**src/hdl/pss_pkg.sv**
```systemverilog
// Package for the prime set sorter: status codes and command codes.
// No dependencies.
`default_nettype none
package pss_pkg;
    localparam logic       CMD_OFFER    = 1'b0;
    localparam logic       CMD_READOUT  = 1'b1;
    localparam logic [2:0] ST_INSERTED  = 3'd0;
    localparam logic [2:0] ST_NOT_PRIME = 3'd1;
    localparam logic [2:0] ST_DUPLICATE = 3'd2;
    localparam logic [2:0] ST_FULL      = 3'd3;
    localparam logic [2:0] ST_ENTRY     = 3'd4;
    localparam logic [2:0] ST_EMPTY     = 3'd5;
    localparam int         STATUS_BITS  = 3;
    localparam int         COUNT_BITS   = 7;
endpackage
`default_nettype wire

```
**src/hdl/pss_ram.sv**
```systemverilog
// Generic single-port-write, single-read RAM with registered read data.
// No dependencies.
`default_nettype none
module pss_ram #(
    parameter int WIDTH = 16,
    parameter int DEPTH = 64
) (
    input  wire logic                     i_clk,
    input  wire logic                     i_we,
    input  wire logic [$clog2(DEPTH)-1:0] i_waddr,
    input  wire logic [WIDTH-1:0]         i_wdata,
    input  wire logic [$clog2(DEPTH)-1:0] i_raddr,
    output logic      [WIDTH-1:0]         o_rdata
);
    logic [WIDTH-1:0] r_mem [DEPTH];

    // write port and registered read port
    always_ff @(posedge i_clk) begin
        if (i_we) begin
            r_mem[i_waddr] <= i_wdata;
        end
        o_rdata <= r_mem[i_raddr];
    end
endmodule
`default_nettype wire

```
**src/hdl/pss_divider.sv**
```systemverilog
// Restoring remainder unit: one quotient bit a cycle, reports zero remainder.
// No dependencies.
`default_nettype none
module pss_divider #(
    parameter int VALUE_BITS = 16
) (
    input  wire logic                  i_clk,
    input  wire logic                  i_rst_n,
    input  wire logic                  i_start,
    input  wire logic [VALUE_BITS-1:0] i_dividend,
    input  wire logic [VALUE_BITS-1:0] i_divisor,
    output logic                       o_done,
    output logic                       o_zero_rem
);
    localparam int CNT_BITS = $clog2(VALUE_BITS + 1);

    logic [VALUE_BITS-1:0] r_num, n_num;
    logic [VALUE_BITS-1:0] r_den;
    logic [VALUE_BITS:0]   r_rem, n_rem;
    logic [CNT_BITS-1:0]   r_cnt;
    logic                  r_busy;
    logic [VALUE_BITS:0]   w_shift;

    // shift in one dividend bit and subtract if it fits
    always_comb begin
        w_shift = {r_rem[VALUE_BITS-1:0], r_num[VALUE_BITS-1]};
        n_num   = {r_num[VALUE_BITS-2:0], 1'b0};
        if (w_shift >= {1'b0, r_den}) begin
            n_rem = w_shift - {1'b0, r_den};
        end else begin
            n_rem = w_shift;
        end
    end

    always_ff @(posedge i_clk) begin
        if (!i_rst_n) begin
            r_busy <= 1'b0;
            o_done <= 1'b0;
        end else begin
            o_done <= 1'b0;
            if (i_start) begin
                r_busy <= 1'b1;
                r_cnt  <= CNT_BITS'(VALUE_BITS);
                r_num  <= i_dividend;
                r_den  <= i_divisor;
                r_rem  <= '0;
            end else if (r_busy) begin
                r_num <= n_num;
                r_rem <= n_rem;
                r_cnt <= r_cnt - 1'b1;
                if (r_cnt == CNT_BITS'(1)) begin
                    r_busy <= 1'b0;
                    o_done <= 1'b1;
                end
            end
        end
    end

    assign o_zero_rem = (r_rem == '0);
endmodule
`default_nettype wire

```
**src/hdl/prime_set_sorter_unit.sv**
```systemverilog
// Top level of the prime set sorter: sequencer around the table RAM and divider.
// Depends on pss_pkg, pss_ram, pss_divider.
//
//  channel | ports                                      | handshake
//  command | i_cmd, i_number                            | i_start & !o_busy
//  result  | o_status, o_entry_value, o_entry_count, o_last | o_valid, one cycle
//
// An offer trial-divides by each divisor from 2 while its square is at most n,
// then scans the held entries for a duplicate. A readout runs an exchange sort,
// comparing each pair and writing both words back on a swap, then puts out one
// word per held entry.
// Reset clears the fill count and sequencer; table contents stay undefined.
// The receiver cannot stall; o_busy holds off new commands until the last word.
`default_nettype none
module prime_set_sorter_unit #(
    parameter int TABLE_DEPTH = 64,
    parameter int VALUE_BITS  = 16
) (
    input  wire logic                  i_clk,
    input  wire logic                  i_rst_n,
    input  wire logic                  i_start,
    output logic                       o_busy,
    input  wire logic                  i_cmd,
    input  wire logic [15:0]           i_number,
    output logic                       o_valid,
    output logic [2:0]                 o_status,
    output logic [15:0]                o_entry_value,
    output logic [6:0]                 o_entry_count,
    output logic                       o_last
);
    localparam int AW = $clog2(TABLE_DEPTH);
    localparam int CW = $clog2(TABLE_DEPTH + 1);

    localparam logic [3:0] S_IDLE = 4'd0, S_DIV = 4'd1, S_DIVW = 4'd2,
        S_SCAN = 4'd3, S_SCANW = 4'd4, S_SCANC = 4'd5, S_RI = 4'd6,
        S_RJ = 4'd7, S_CMP = 4'd8, S_WB = 4'd9, S_OUTR = 4'd10,
        S_OUTW = 4'd11, S_DONE = 4'd12;

    logic [3:0]            r_state;
    logic [VALUE_BITS-1:0] r_num, r_d, r_a;
    logic [CW-1:0]         r_fill, r_i, r_j;
    logic                  r_dupe;
    logic [2:0]            r_st;
    logic                  w_we;
    logic [AW-1:0]         w_waddr, w_raddr;
    logic [VALUE_BITS-1:0] w_wdata, w_rdata;
    logic                  w_div_start, w_div_done, w_zero;
    logic [2*VALUE_BITS-1:0] w_sq;
    logic                  r_wb2;

    pss_ram #(.WIDTH(VALUE_BITS), .DEPTH(TABLE_DEPTH)) u_ram (
        .i_clk(i_clk), .i_we(w_we), .i_waddr(w_waddr), .i_wdata(w_wdata),
        .i_raddr(w_raddr), .o_rdata(w_rdata)
    );

    pss_divider #(.VALUE_BITS(VALUE_BITS)) u_div (
        .i_clk(i_clk), .i_rst_n(i_rst_n), .i_start(w_div_start),
        .i_dividend(r_num), .i_divisor(r_d), .o_done(w_div_done),
        .o_zero_rem(w_zero)
    );

    assign w_sq        = r_d * r_d;
    assign w_div_start = (r_state == S_DIV) && (w_sq <= {{VALUE_BITS{1'b0}}, r_num});
    assign o_busy      = (r_state != S_IDLE);

    // RAM address and write selection per state
    always_comb begin
        w_we    = 1'b0;
        w_waddr = r_fill[AW-1:0];
        w_wdata = r_num;
        w_raddr = r_i[AW-1:0];
        unique case (r_state)
            S_SCAN:  w_raddr = r_i[AW-1:0];
            S_RJ:    w_raddr = r_j[AW-1:0];
            S_SCANC: begin
                w_we = (r_i == r_fill) && !r_dupe && (r_fill < CW'(TABLE_DEPTH));
            end
            S_WB: begin
                w_we    = 1'b1;
                w_waddr = r_wb2 ? r_j[AW-1:0] : r_i[AW-1:0];
                w_wdata = r_wb2 ? r_a : r_num;
            end
            default: ;
        endcase
    end

    // sequencer
    always_ff @(posedge i_clk) begin
        if (!i_rst_n) begin
            r_state <= S_IDLE;
            r_fill  <= '0;
            o_valid <= 1'b0;
        end else begin
            o_valid <= 1'b0;
            unique case (r_state)
                S_IDLE: if (i_start) begin
                    // latch the offered value; a readout reports zero if empty
                    r_num <= (i_cmd == pss_pkg::CMD_OFFER) ?
                             VALUE_BITS'(i_number) : '0;
                    r_i   <= '0;
                    r_j   <= CW'(1);
                    r_dupe <= 1'b0;
                    if (i_cmd == pss_pkg::CMD_OFFER) begin
                        r_d <= VALUE_BITS'(2);
                        if (VALUE_BITS'(i_number) < VALUE_BITS'(2)) begin
                            r_st    <= pss_pkg::ST_NOT_PRIME;
                            r_state <= S_DONE;
                        end else begin
                            r_state <= S_DIV;
                        end
                    end else if (r_fill == '0) begin
                        r_st    <= pss_pkg::ST_EMPTY;
                        r_state <= S_DONE;
                    end else if (r_fill == CW'(1)) begin
                        r_state <= S_OUTR;
                    end else begin
                        r_state <= S_RI;
                    end
                end
                S_DIV: begin
                    if (w_div_start) begin
                        r_state <= S_DIVW;
                    end else begin
                        r_state <= S_SCAN;
                    end
                end
                S_DIVW: if (w_div_done) begin
                    if (w_zero) begin
                        r_st    <= pss_pkg::ST_NOT_PRIME;
                        r_state <= S_DONE;
                    end else begin
                        r_d     <= r_d + 1'b1;
                        r_state <= S_DIV;
                    end
                end
                S_SCAN: begin
                    r_state <= (r_i == r_fill) ? S_SCANC : S_SCANW;
                end
                S_SCANW: begin
                    if (w_rdata == r_num) begin
                        r_dupe <= 1'b1;
                    end
                    r_i     <= r_i + 1'b1;
                    r_state <= S_SCAN;
                end
                S_SCANC: begin
                    if (r_dupe) begin
                        r_st <= pss_pkg::ST_DUPLICATE;
                    end else if (r_fill >= CW'(TABLE_DEPTH)) begin
                        r_st <= pss_pkg::ST_FULL;
                    end else begin
                        r_st   <= pss_pkg::ST_INSERTED;
                        r_fill <= r_fill + 1'b1;
                    end
                    r_state <= S_DONE;
                end
                S_RI: r_state <= S_RJ;
                S_RJ: begin
                    r_a     <= w_rdata;
                    r_state <= S_CMP;
                end
                S_CMP: begin
                    if (r_a < w_rdata) begin
                        r_num   <= w_rdata;
                        r_wb2   <= 1'b0;
                        r_state <= S_WB;
                    end else if (r_j + 1'b1 == r_fill) begin
                        if (r_i + CW'(2) == r_fill) begin
                            r_i <= '0;
                            r_state <= S_OUTR;
                        end else begin
                            r_i <= r_i + 1'b1;
                            r_j <= r_i + CW'(2);
                            r_state <= S_RI;
                        end
                    end else begin
                        r_j     <= r_j + 1'b1;
                        r_state <= S_RI;
                    end
                end
                S_WB: begin
                    if (!r_wb2) begin
                        r_wb2 <= 1'b1;
                    end else if (r_j + 1'b1 == r_fill) begin
                        if (r_i + CW'(2) == r_fill) begin
                            r_i <= '0;
                            r_state <= S_OUTR;
                        end else begin
                            r_i <= r_i + 1'b1;
                            r_j <= r_i + CW'(2);
                            r_state <= S_RI;
                        end
                    end else begin
                        r_j     <= r_j + 1'b1;
                        r_state <= S_RI;
                    end
                end
                S_OUTR: r_state <= S_OUTW;
                S_OUTW: begin
                    o_valid       <= 1'b1;
                    o_status      <= pss_pkg::ST_ENTRY;
                    o_entry_value <= 16'(w_rdata);
                    o_entry_count <= 7'(r_fill);
                    o_last        <= (r_i + 1'b1 == r_fill);
                    r_i           <= r_i + 1'b1;
                    r_state       <= (r_i + 1'b1 == r_fill) ? S_IDLE : S_OUTR;
                end
                S_DONE: begin
                    o_valid       <= 1'b1;
                    o_status      <= r_st;
                    o_entry_value <= 16'(r_num);
                    o_entry_count <= 7'(r_fill);
                    o_last        <= 1'b1;
                    r_state       <= S_IDLE;
                end
                default: r_state <= S_IDLE;
            endcase
        end
    end

`ifndef SYNTHESIS
    // fill count never passes the table size
    a_fill: assert property (@(posedge i_clk) disable iff (!i_rst_n)
        r_fill <= CW'(TABLE_DEPTH)) else $error("fill count overflow");
    // a result word marked last always finds the block back in idle
    a_last: assert property (@(posedge i_clk) disable iff (!i_rst_n)
        (o_valid && o_last) |-> (r_state == S_IDLE)) else $error("last without idle");
    // fill count moves only upward, and only by one
    a_grow: assert property (@(posedge i_clk) disable iff (!i_rst_n)
        (r_fill != $past(r_fill)) |-> (r_fill == $past(r_fill) + 1'b1))
        else $error("fill count jump");
`endif
endmodule
`default_nettype wire
```
**config.mk**
```make
export PLATFORM = sky130hd
export DESIGN_NAME = prime_set_sorter_unit
export DESIGN_NICKNAME = d
export VERILOG_FILES = /design/src/hdl/pss_pkg.sv /design/src/hdl/pss_ram.sv /design/src/hdl/pss_divider.sv /design/src/hdl/prime_set_sorter_unit.sv
export SDC_FILE = /design/constraint.sdc
export NUM_CORES = 2
export LEC_CHECK = 0
export BUFFER_PORTS_ARGS = -buffer_cell sky130_fd_sc_hd__clkbuf_2
export CAP_MARGIN = 20
export CORE_MARGIN = 2
export CORE_UTILIZATION = 55
export CTS_BUF_LIST = sky130_fd_sc_hd__clkbuf_16
export DETAILED_ROUTE_END_ITERATION = 8
export GPL_TIMING_DRIVEN = 0
export PLACE_DENSITY = 0.8
export SYNTH_ARGS = -nofsm -noshare
export SYNTH_HDL_FRONTEND = slang
export SYNTH_HIERARCHICAL = 1
export SYNTH_SLANG_ARGS = --single-unit
```
**constraint.sdc**
```tcl
create_clock -name i_clk -period 18.4 [get_ports i_clk]
set_input_delay 2.76 -clock i_clk [delete_from_list [all_inputs] [get_ports i_clk]]
set_output_delay 2.76 -clock i_clk [all_outputs]
set_load 0.05 [all_outputs]
```
### Word level (Yosys, flattened, before mapping)

Memory sizes are Yosys's and may differ from the RTL's. A register that Yosys moved wholly into a read port is not among the register bits.
Cells that the tools add are included.

* equal/unequal tests: 30
* reduce and logical (&&, ||, !) cells: 34
* muxes and demuxes: 71
* order comparisons: 6
* bitwise gates (word level): 4
* multipliers: 1
* $add $sub $neg: 7

Operators with widths (count)
* 16-bit two-way mux: 11
* 16-bit one-hot mux with 2 select lines: 3
* 7-bit two-way mux: 10
* 4-bit two-way mux: 12
* 4-bit one-hot mux with 12 select lines: 1
* 17-bit two-way mux: 2
* 32-bit by 16-bit <= comparator with 1-bit output: 1
* 16-bit by 16-bit multiplier with 32-bit output: 1
* 7-bit == test: 4
* 7-bit one-hot mux with 4 select lines: 1
* 7-bit by 1-bit adder with 7-bit output, second input constant: 3
* 7-bit one-hot mux with 3 select lines: 1
* 4-bit == test, second input constant: 5
* 3-bit two-way mux: 6
* 6-bit two-way mux: 3
* 17-bit by 16-bit >= comparator with 1-bit output: 1
* 17-bit logical NOT: 1
* 17-bit by 16-bit subtractor with 17-bit output: 1
* 16-bit by 1-bit adder with 16-bit output, second input constant: 1
* 16-bit == test: 1
* 4-bit by 3-bit == test with 1-bit output, second input constant: 4
* 16-bit less-than comparator: 1
* 16-bit by 2-bit less-than comparator with 1-bit output, second input constant: 1
* 2-bit inequality test, second input constant: 7
* other kinds (32): 71

* flip-flop bits (word level): 162
* bits in writable memories: 1024
* output and inout port bits: 29
* bits of input ports: 20
* logic and storage cells: 175
* memories: 1

Memory list
* u_ram.r_mem: words 64, bits a word 16, rd ports 1, clocked after Yosys merged registers in 1, write ports 1, RTL line pss_ram.sv:15 `logic [WIDTH-1:0] r_mem [DEPTH];`

### Logic depth before layout (Yosys ltp)

* word-level depth: 6
* depth in mapped cells: 36
* mapped depth without buffers: 34

### Cells and area by module

Netlist, hierarchy kept.

By module, submodules not included
* pss_ram: seq. area each 31069.8 µm², times used 1, cells each 1820, area an instance 39978.3 µm²
* prime_set_sorter_unit: seq. area each 3062.9 µm², times used 1, cells each 1578, area an instance 14348.8 µm²
* pss_divider: seq. area each 1661.6 µm², times used 1, cells each 298, area an instance 3325.7 µm²

### Worst setup path before layout

OpenSTA, ideal clock, no wires.

* path type: register to register
* start point: register r_d[4]
* end point: register u_div.r_cnt[0] (enable)
* clock period less this slack: 8.911 ns
* buffers on the path: 4
* path slack: 9.489 ns
* setup time: 0.398 ns
* cell stages (with the launch flop): 30
* required time: 18.002 ns
* arrival time: 8.513 ns
* path through: edfxtp_1 -> clkbuf_1 -> buf_1 -> nand2_1 -> fa_1 -> fa_1 -> fa_1 -> inv_1 -> fa_1 -> fa_1 -> inv_1 -> fa_1 -> inv_1 -> ha_1 -> clkbuf_1 -> nand4_1 -> a211oi_1 -> nor2_1 -> xnor2_1 -> ha_1 -> and4_1 -> a221oi_1 -> a21oi_1 -> nor4_1 -> o2111ai_1 -> a2111oi_2 -> nand4b_1 -> nor2_1 -> clkbuf_1 -> o21a_1

* word-level cells in the longest chain between the ends: 5

Ends and longest elaborated chain
* start, declared: RTL line prime_set_sorter_unit.sv:40 `logic [VALUE_BITS-1:0] r_num, r_d, r_a;`
* start signal, assigned: RTL line prime_set_sorter_unit.sv:132 `r_d <= r_d + 1'b1;`
* 16-bit by 16-bit multiplier with 32-bit output: RTL line prime_set_sorter_unit.sv:62 `assign w_sq = r_d * r_d;`
* 32-bit by 16-bit <= comparator with 1-bit output: RTL line prime_set_sorter_unit.sv:63 `assign w_div_start = (r_state == S_DIV) && (w_sq <= {{VALUE_BITS{1'b0}}, r_num});`
* 1-bit logical AND: RTL line prime_set_sorter_unit.sv:63
* net w_div_start: RTL line prime_set_sorter_unit.sv:47 `logic w_div_start, w_div_done, w_zero;`
* 2-bit nonzero test (no source line)
* 2-bit AND reduction (no source line)
* end signal, assigned: RTL line pss_divider.sv:43 `r_cnt <= CNT_BITS'(VALUE_BITS);`
* end signal, assigned: RTL line pss_divider.sv:50 `r_cnt <= r_cnt - 1'b1;`
* end, declared: RTL line pss_divider.sv:20 `logic [CNT_BITS-1:0] r_cnt;`

The timed path passes the listed nets, and every way through them passes these cells.
A chain may end at the register's enable or synchronous reset.

### Final worst setup path

* start point: register r_d[9]
* end point: register u_div.r_cnt[2] (enable)

Same word-level chain as after synthesis.

==> impl_metrics.xml <==
<?xml version="1.0" encoding="UTF-8"?>
<metrics>
  <group name="drt">
    <metric name="drc" unit="">0</metric>
    <metric name="detail_route.vias_per_cell" unit="">6.400</metric>
    <metric name="drt-wirelength-per-cell" unit="um">28.17</metric>
    <metric name="drt_first_iter_violations" unit="">4457</metric>
    <metric name="routed-via-count" unit="">34640</metric>
    <metric name="drtPass1Iterations" unit="">6</metric>
    <metric name="routed_wirelength" unit="um">152500</metric>
    <metric name="antenna_left" unit="">0</metric>
  </group>
  <group name="grt">
    <metric name="track_usage" unit="%">28.65</metric>
    <metric name="grt_antenna_before_repair" unit="">5</metric>
    <metric name="grt_first_pass_wirelength" unit="um">226300</metric>
    <metric name="grt_start_max_net_pins" unit="">65</metric>
    <metric name="grt_overflow" unit="">0</metric>
    <metric name="first_global_vias" unit="">34810</metric>
  </group>
  <group name="placement">
    <metric name="detailedPlace.worstSlack" unit="ns">7.865</metric>
    <metric name="half_perimeter_wire_length_after_placement" unit="um">105200</metric>
    <metric name="cell_count_after_placement" unit="">5195</metric>
    <metric name="port_buffers" unit="">48</metric>
    <metric name="finalWeightedCongestion" unit="">0.9676</metric>
  </group>
  <group name="floorplan">
    <metric name="core" unit="mm^2">0.1038</metric>
    <metric name="chipHeight" unit="um">327.8</metric>
    <metric name="floorplan.initialDensity" unit="%">55.55</metric>
    <metric name="rows" unit="">118</metric>
    <metric name="die_area" unit="mm^2">0.1074</metric>
    <metric name="die_w" unit="um">327.8</metric>
    <metric name="floorplan.io_pins" unit="">49</metric>
  </group>
  <group name="layout">
    <metric name="utilization" unit="%">62.34</metric>
    <metric name="final_cells" unit="">5413</metric>
    <metric name="n_antenna_cell" unit="">0</metric>
    <metric name="fin_nets" unit="">4275</metric>
    <metric name="area_growth_from_synthesis_to_layout" unit="%">12.23</metric>
    <metric name="n_fill_cell" unit="">7168</metric>
    <metric name="drive_above_1_share" unit="%">17.90</metric>
  </group>
  <group name="sta">
    <metric name="final.period_utilization" unit="%">58.14</metric>
    <metric name="final.setup.worst_slack" unit="ns">7.703</metric>
    <metric name="report.final.setup_viol" unit="">0</metric>
    <metric name="drv_slew" unit="">0</metric>
    <metric name="timing.max_slew.rel_slack" unit="%">23.48</metric>
    <metric name="period_minus_slack" unit="ns">10.70</metric>
    <metric name="fin_skew" unit="ns">0.07698</metric>
    <metric name="tns" unit="ns">0</metric>
    <metric name="max_slew.worst_pin.slew" unit="ns">1.145</metric>
    <metric name="maxClockFrequency" unit="GHz">0.09348</metric>
    <metric name="rsz0062_at_grt" unit="">no</metric>
    <metric name="hold_violations" unit="">0</metric>
  </group>
  <group name="worst_setup_path">
    <metric name="critical_path_arrival" unit="ns">11.07</metric>
    <metric name="rrSetupSlack" unit="ns">7.70</metric>
    <metric name="worstPathMaxFanout" unit="">21</metric>
    <metric name="crit_path_capture_type" unit="">register</metric>
    <metric name="crit-reg2reg-capture" unit="">u_div/r_cnt[2]</metric>
    <metric name="cp-start-kind" unit="">register</metric>
    <metric name="category_of_cells_accounting_for_the_largest_share_of_critical_path_delay" unit="">adder cells</metric>
    <metric name="most_common_cell_type_on_the_critical_path" unit="">fa_1</metric>
    <metric name="crit_buf_inv" unit="">8</metric>
    <metric name="crit_type" unit="">reg2reg</metric>
    <metric name="r2r.worst_path.cells" unit="">30</metric>
    <metric name="crit_slowest_cell" unit="">a211oi_1</metric>
    <metric name="crit_required" unit="ns">18.77</metric>
    <metric name="critical_register_to_register_path_startpoint" unit="">r_d[9]</metric>
    <metric name="critical-path-max-stage-delay" unit="ns">0.65</metric>
  </group>
  <group name="yosys">
    <metric name="yosys.area.top_type" unit="">edfxtp_1</metric>
    <metric name="synth_fp_nets" unit="">4037</metric>
    <metric name="netlist_instances" unit="">3696</metric>
    <metric name="netlist_cell_types" unit="">85</metric>
    <metric name="synth_top_cell_area_share" unit="%">61.04</metric>
    <metric name="synth_sequential_area_ratio" unit="%">62.09</metric>
    <metric name="yosys-top-cells-area" unit="">edfxtp_1, mux4_2, fa_1, ha_1, inv_1</metric>
    <metric name="synth-warning-count" unit="">6</metric>
    <metric name="avgSynthCellArea" unit="um^2">15.60</metric>
    <metric name="synth_edf_count" unit="">1172</metric>
    <metric name="synth-seq-cells" unit="">1202</metric>
    <metric name="async_reset_ff_share" unit="%">0</metric>
    <metric name="synth_top_flop_cell" unit="">edfxtp_1</metric>
    <metric name="syn_area" unit="mm^2">0.05765</metric>
  </group>
  <group name="clock_network">
    <metric name="tritoncts" unit="">done</metric>
    <metric name="ctsLongestPathBuffers" unit="">3</metric>
    <metric name="worstSkewPairLatency" unit="ns">0.73</metric>
    <metric name="cts_post_setup_buffers_inserted" unit="">0</metric>
    <metric name="h-tree-depth" unit="">3</metric>
    <metric name="post_cts_resize_count" unit="">0</metric>
    <metric name="tritoncts_num_sinks" unit="">1202</metric>
    <metric name="ctsRootBufferMaster" unit="">clkbuf_16</metric>
    <metric name="cts_bufs_inserted" unit="">115</metric>
    <metric name="ctsHoldBuffers" unit="">0</metric>
    <metric name="cts.clk_slew.worst_paths" unit="ns">0.06</metric>
  </group>
  <group name="hold_path">
    <metric name="min-delay-start" unit="">r_fill[6]</metric>
    <metric name="worst_hold_path.endpoint" unit="">o_entry_count[6]</metric>
    <metric name="timing.hold.worst_path_depth" unit="">0</metric>
    <metric name="hp-class" unit="">reg2reg</metric>
  </group>
  <group name="outcome">
    <metric name="result_of_the_run" unit="">completed</metric>
  </group>
  <group name="flow_run">
    <metric name="maxCapViolations" unit="">0</metric>
  </group>
</metrics>
[area by class of cell]
cell class              count  area (um^2)  share of cell area, %
flip-flops and latches   1202        35790                  55.32
multi-input cells        1994        19840                  30.67
clock buffers             116         2903                  4.486
well taps                1380         1727                  2.669
repair buffers            121         1394                  2.154
inverters                 302         1134                  1.752
plain buffers             198         1046                  1.617
clock inverters           100        862.1                  1.332
[logic make-up (layout without fill, tap and decap cells)]
family	count (synthesis)	count (layout)	share of synthesized area, %
muxes	377	377	11.51
and+or+nand+nor	731	731	6.354
xor gates and xnor gates	99	99	1.504
buffers and inverters	500	837	3.781
AOI/OAI and AO/OA	466	466	5.623
DFF	1202	1202	62.09
adders and majority gates	321	321	9.141
[cell usage after synthesis (17+ instances only)]
cell type / count
mux4_2: 221
fa_1: 167
clkbuf_1: 125
buf_2: 26
mux2_2: 52
nor3_1: 30
dfxtp_1: 30
and2_1: 51
xnor2_1: 55
nand4_1: 32
nand3_1: 66
nor2b_1: 45
nand2b_1: 18
a31oi_1: 21
edfxtp_1: 1172
buf_4: 17
a221oi_1: 25
a21o_1: 25
a211oi_1: 29
nor2_1: 179
mux2i_1: 102
nand2_1: 182
xor2_1: 44
ha_1: 154
and3_1: 23
a22oi_1: 63
nor4_1: 21
inv_1: 301
o21ai_0: 85
nand3b_1: 24
a21oi_1: 90
[worst reg2reg max path: cells and delay by family (launching register included)]
| family | cells | cell delay, ns |
|---|---|---|
| AOI/OAI and AO/OA | 6 | 2.15 |
| adders and majority gates | 8 | 3.79 |
| and+or+nand+nor | 7 | 1.51 |
| xor gates and xnor gates | 1 | 0.23 |
| buffers and inverters | 8 | 2.22 |
| DFF | 1 | 0.49 |
[routing by layer]
metal / wire length (um) / up-vias / track usage, %
met5: 76 / - / 0
met4: 7922 / 10 / 12.82
met3: 14370 / 408 / 5.024
met2: 74260 / 2143 / 47.03
met1: 55880 / 17530 / 37.78
li1: - / 14550 / -
[cells in the final DEF, fill, tap and decap left out, types with 20 or more instances in the layout]
| cell | instances |
|---|---|
| edfxtp_1 | 1172 |
| inv_1 | 323 |
| mux4_2 | 221 |
| nand2_1 | 182 |
| fa_1 | 167 |
| ha_1 | 154 |
| clkbuf_1 | 125 |
| clkbuf_16 | 116 |
| nor2_1 | 114 |
| mux2i_1 | 102 |
| a21oi_1 | 90 |
| o21ai_0 | 85 |
| nand3_1 | 66 |
| nor2_2 | 65 |
| a22oi_1 | 63 |
| xnor2_1 | 55 |
| mux2_2 | 52 |
| and2_1 | 51 |
| buf_8 | 49 |
| clkbuf_2 | 48 |
| nor2b_1 | 45 |
| xor2_1 | 44 |
| nand4_1 | 32 |
| nor3_1 | 30 |
| dfxtp_1 | 30 |
| a211oi_1 | 29 |
| buf_2 | 28 |
| clkinv_1 | 27 |
| a21o_1 | 25 |
| a221oi_1 | 25 |
| clkinv_2 | 25 |
| nand3b_1 | 24 |
| and3_1 | 23 |
| nor4_1 | 21 |
| a31oi_1 | 21 |
| buf_12 | 20 |
[sequential cells by signal (all words and copies together) (netlist names), 16 cells and up]
signal,count
o_entry_value,16
r_a,16
r_d,16
r_num,16
u_div/r_den,16
u_div/r_num,16
u_div/r_rem,17
u_ram/o_rdata,16
u_ram/r_mem,1024
[worst max path at each step]
| stage | start | endpoint | cells after the start |
|---|---|---|---|
| finish | r_d[9] | u_div/r_cnt[2] | 30 |
| global route | r_d[9] | u_div/r_cnt[2] | 30 |
| CTS | r_d[9] | u_div/r_cnt[2] | 30 |
| detailed placement | r_d[9] | u_div/r_num[9] | 30 |
| global placement | r_d[9] | u_div/r_num[10] | 29 |
| floorplan | r_d[4] | u_div/r_cnt[0] | 29 |
[metrics by stage]
step	instance area (um^2)	hold WS, ns
final	64700	0.4210
after detailed placement	60910	0.4192
after floorplan	57650	0.4064
after CTS	64680	0.4238
after global routing	64700	0.4353
after global placement	59620	0.4103
Power is not shown: default switching activity piles up to over one toggle a cycle in this logic, so the estimate is an artifact.
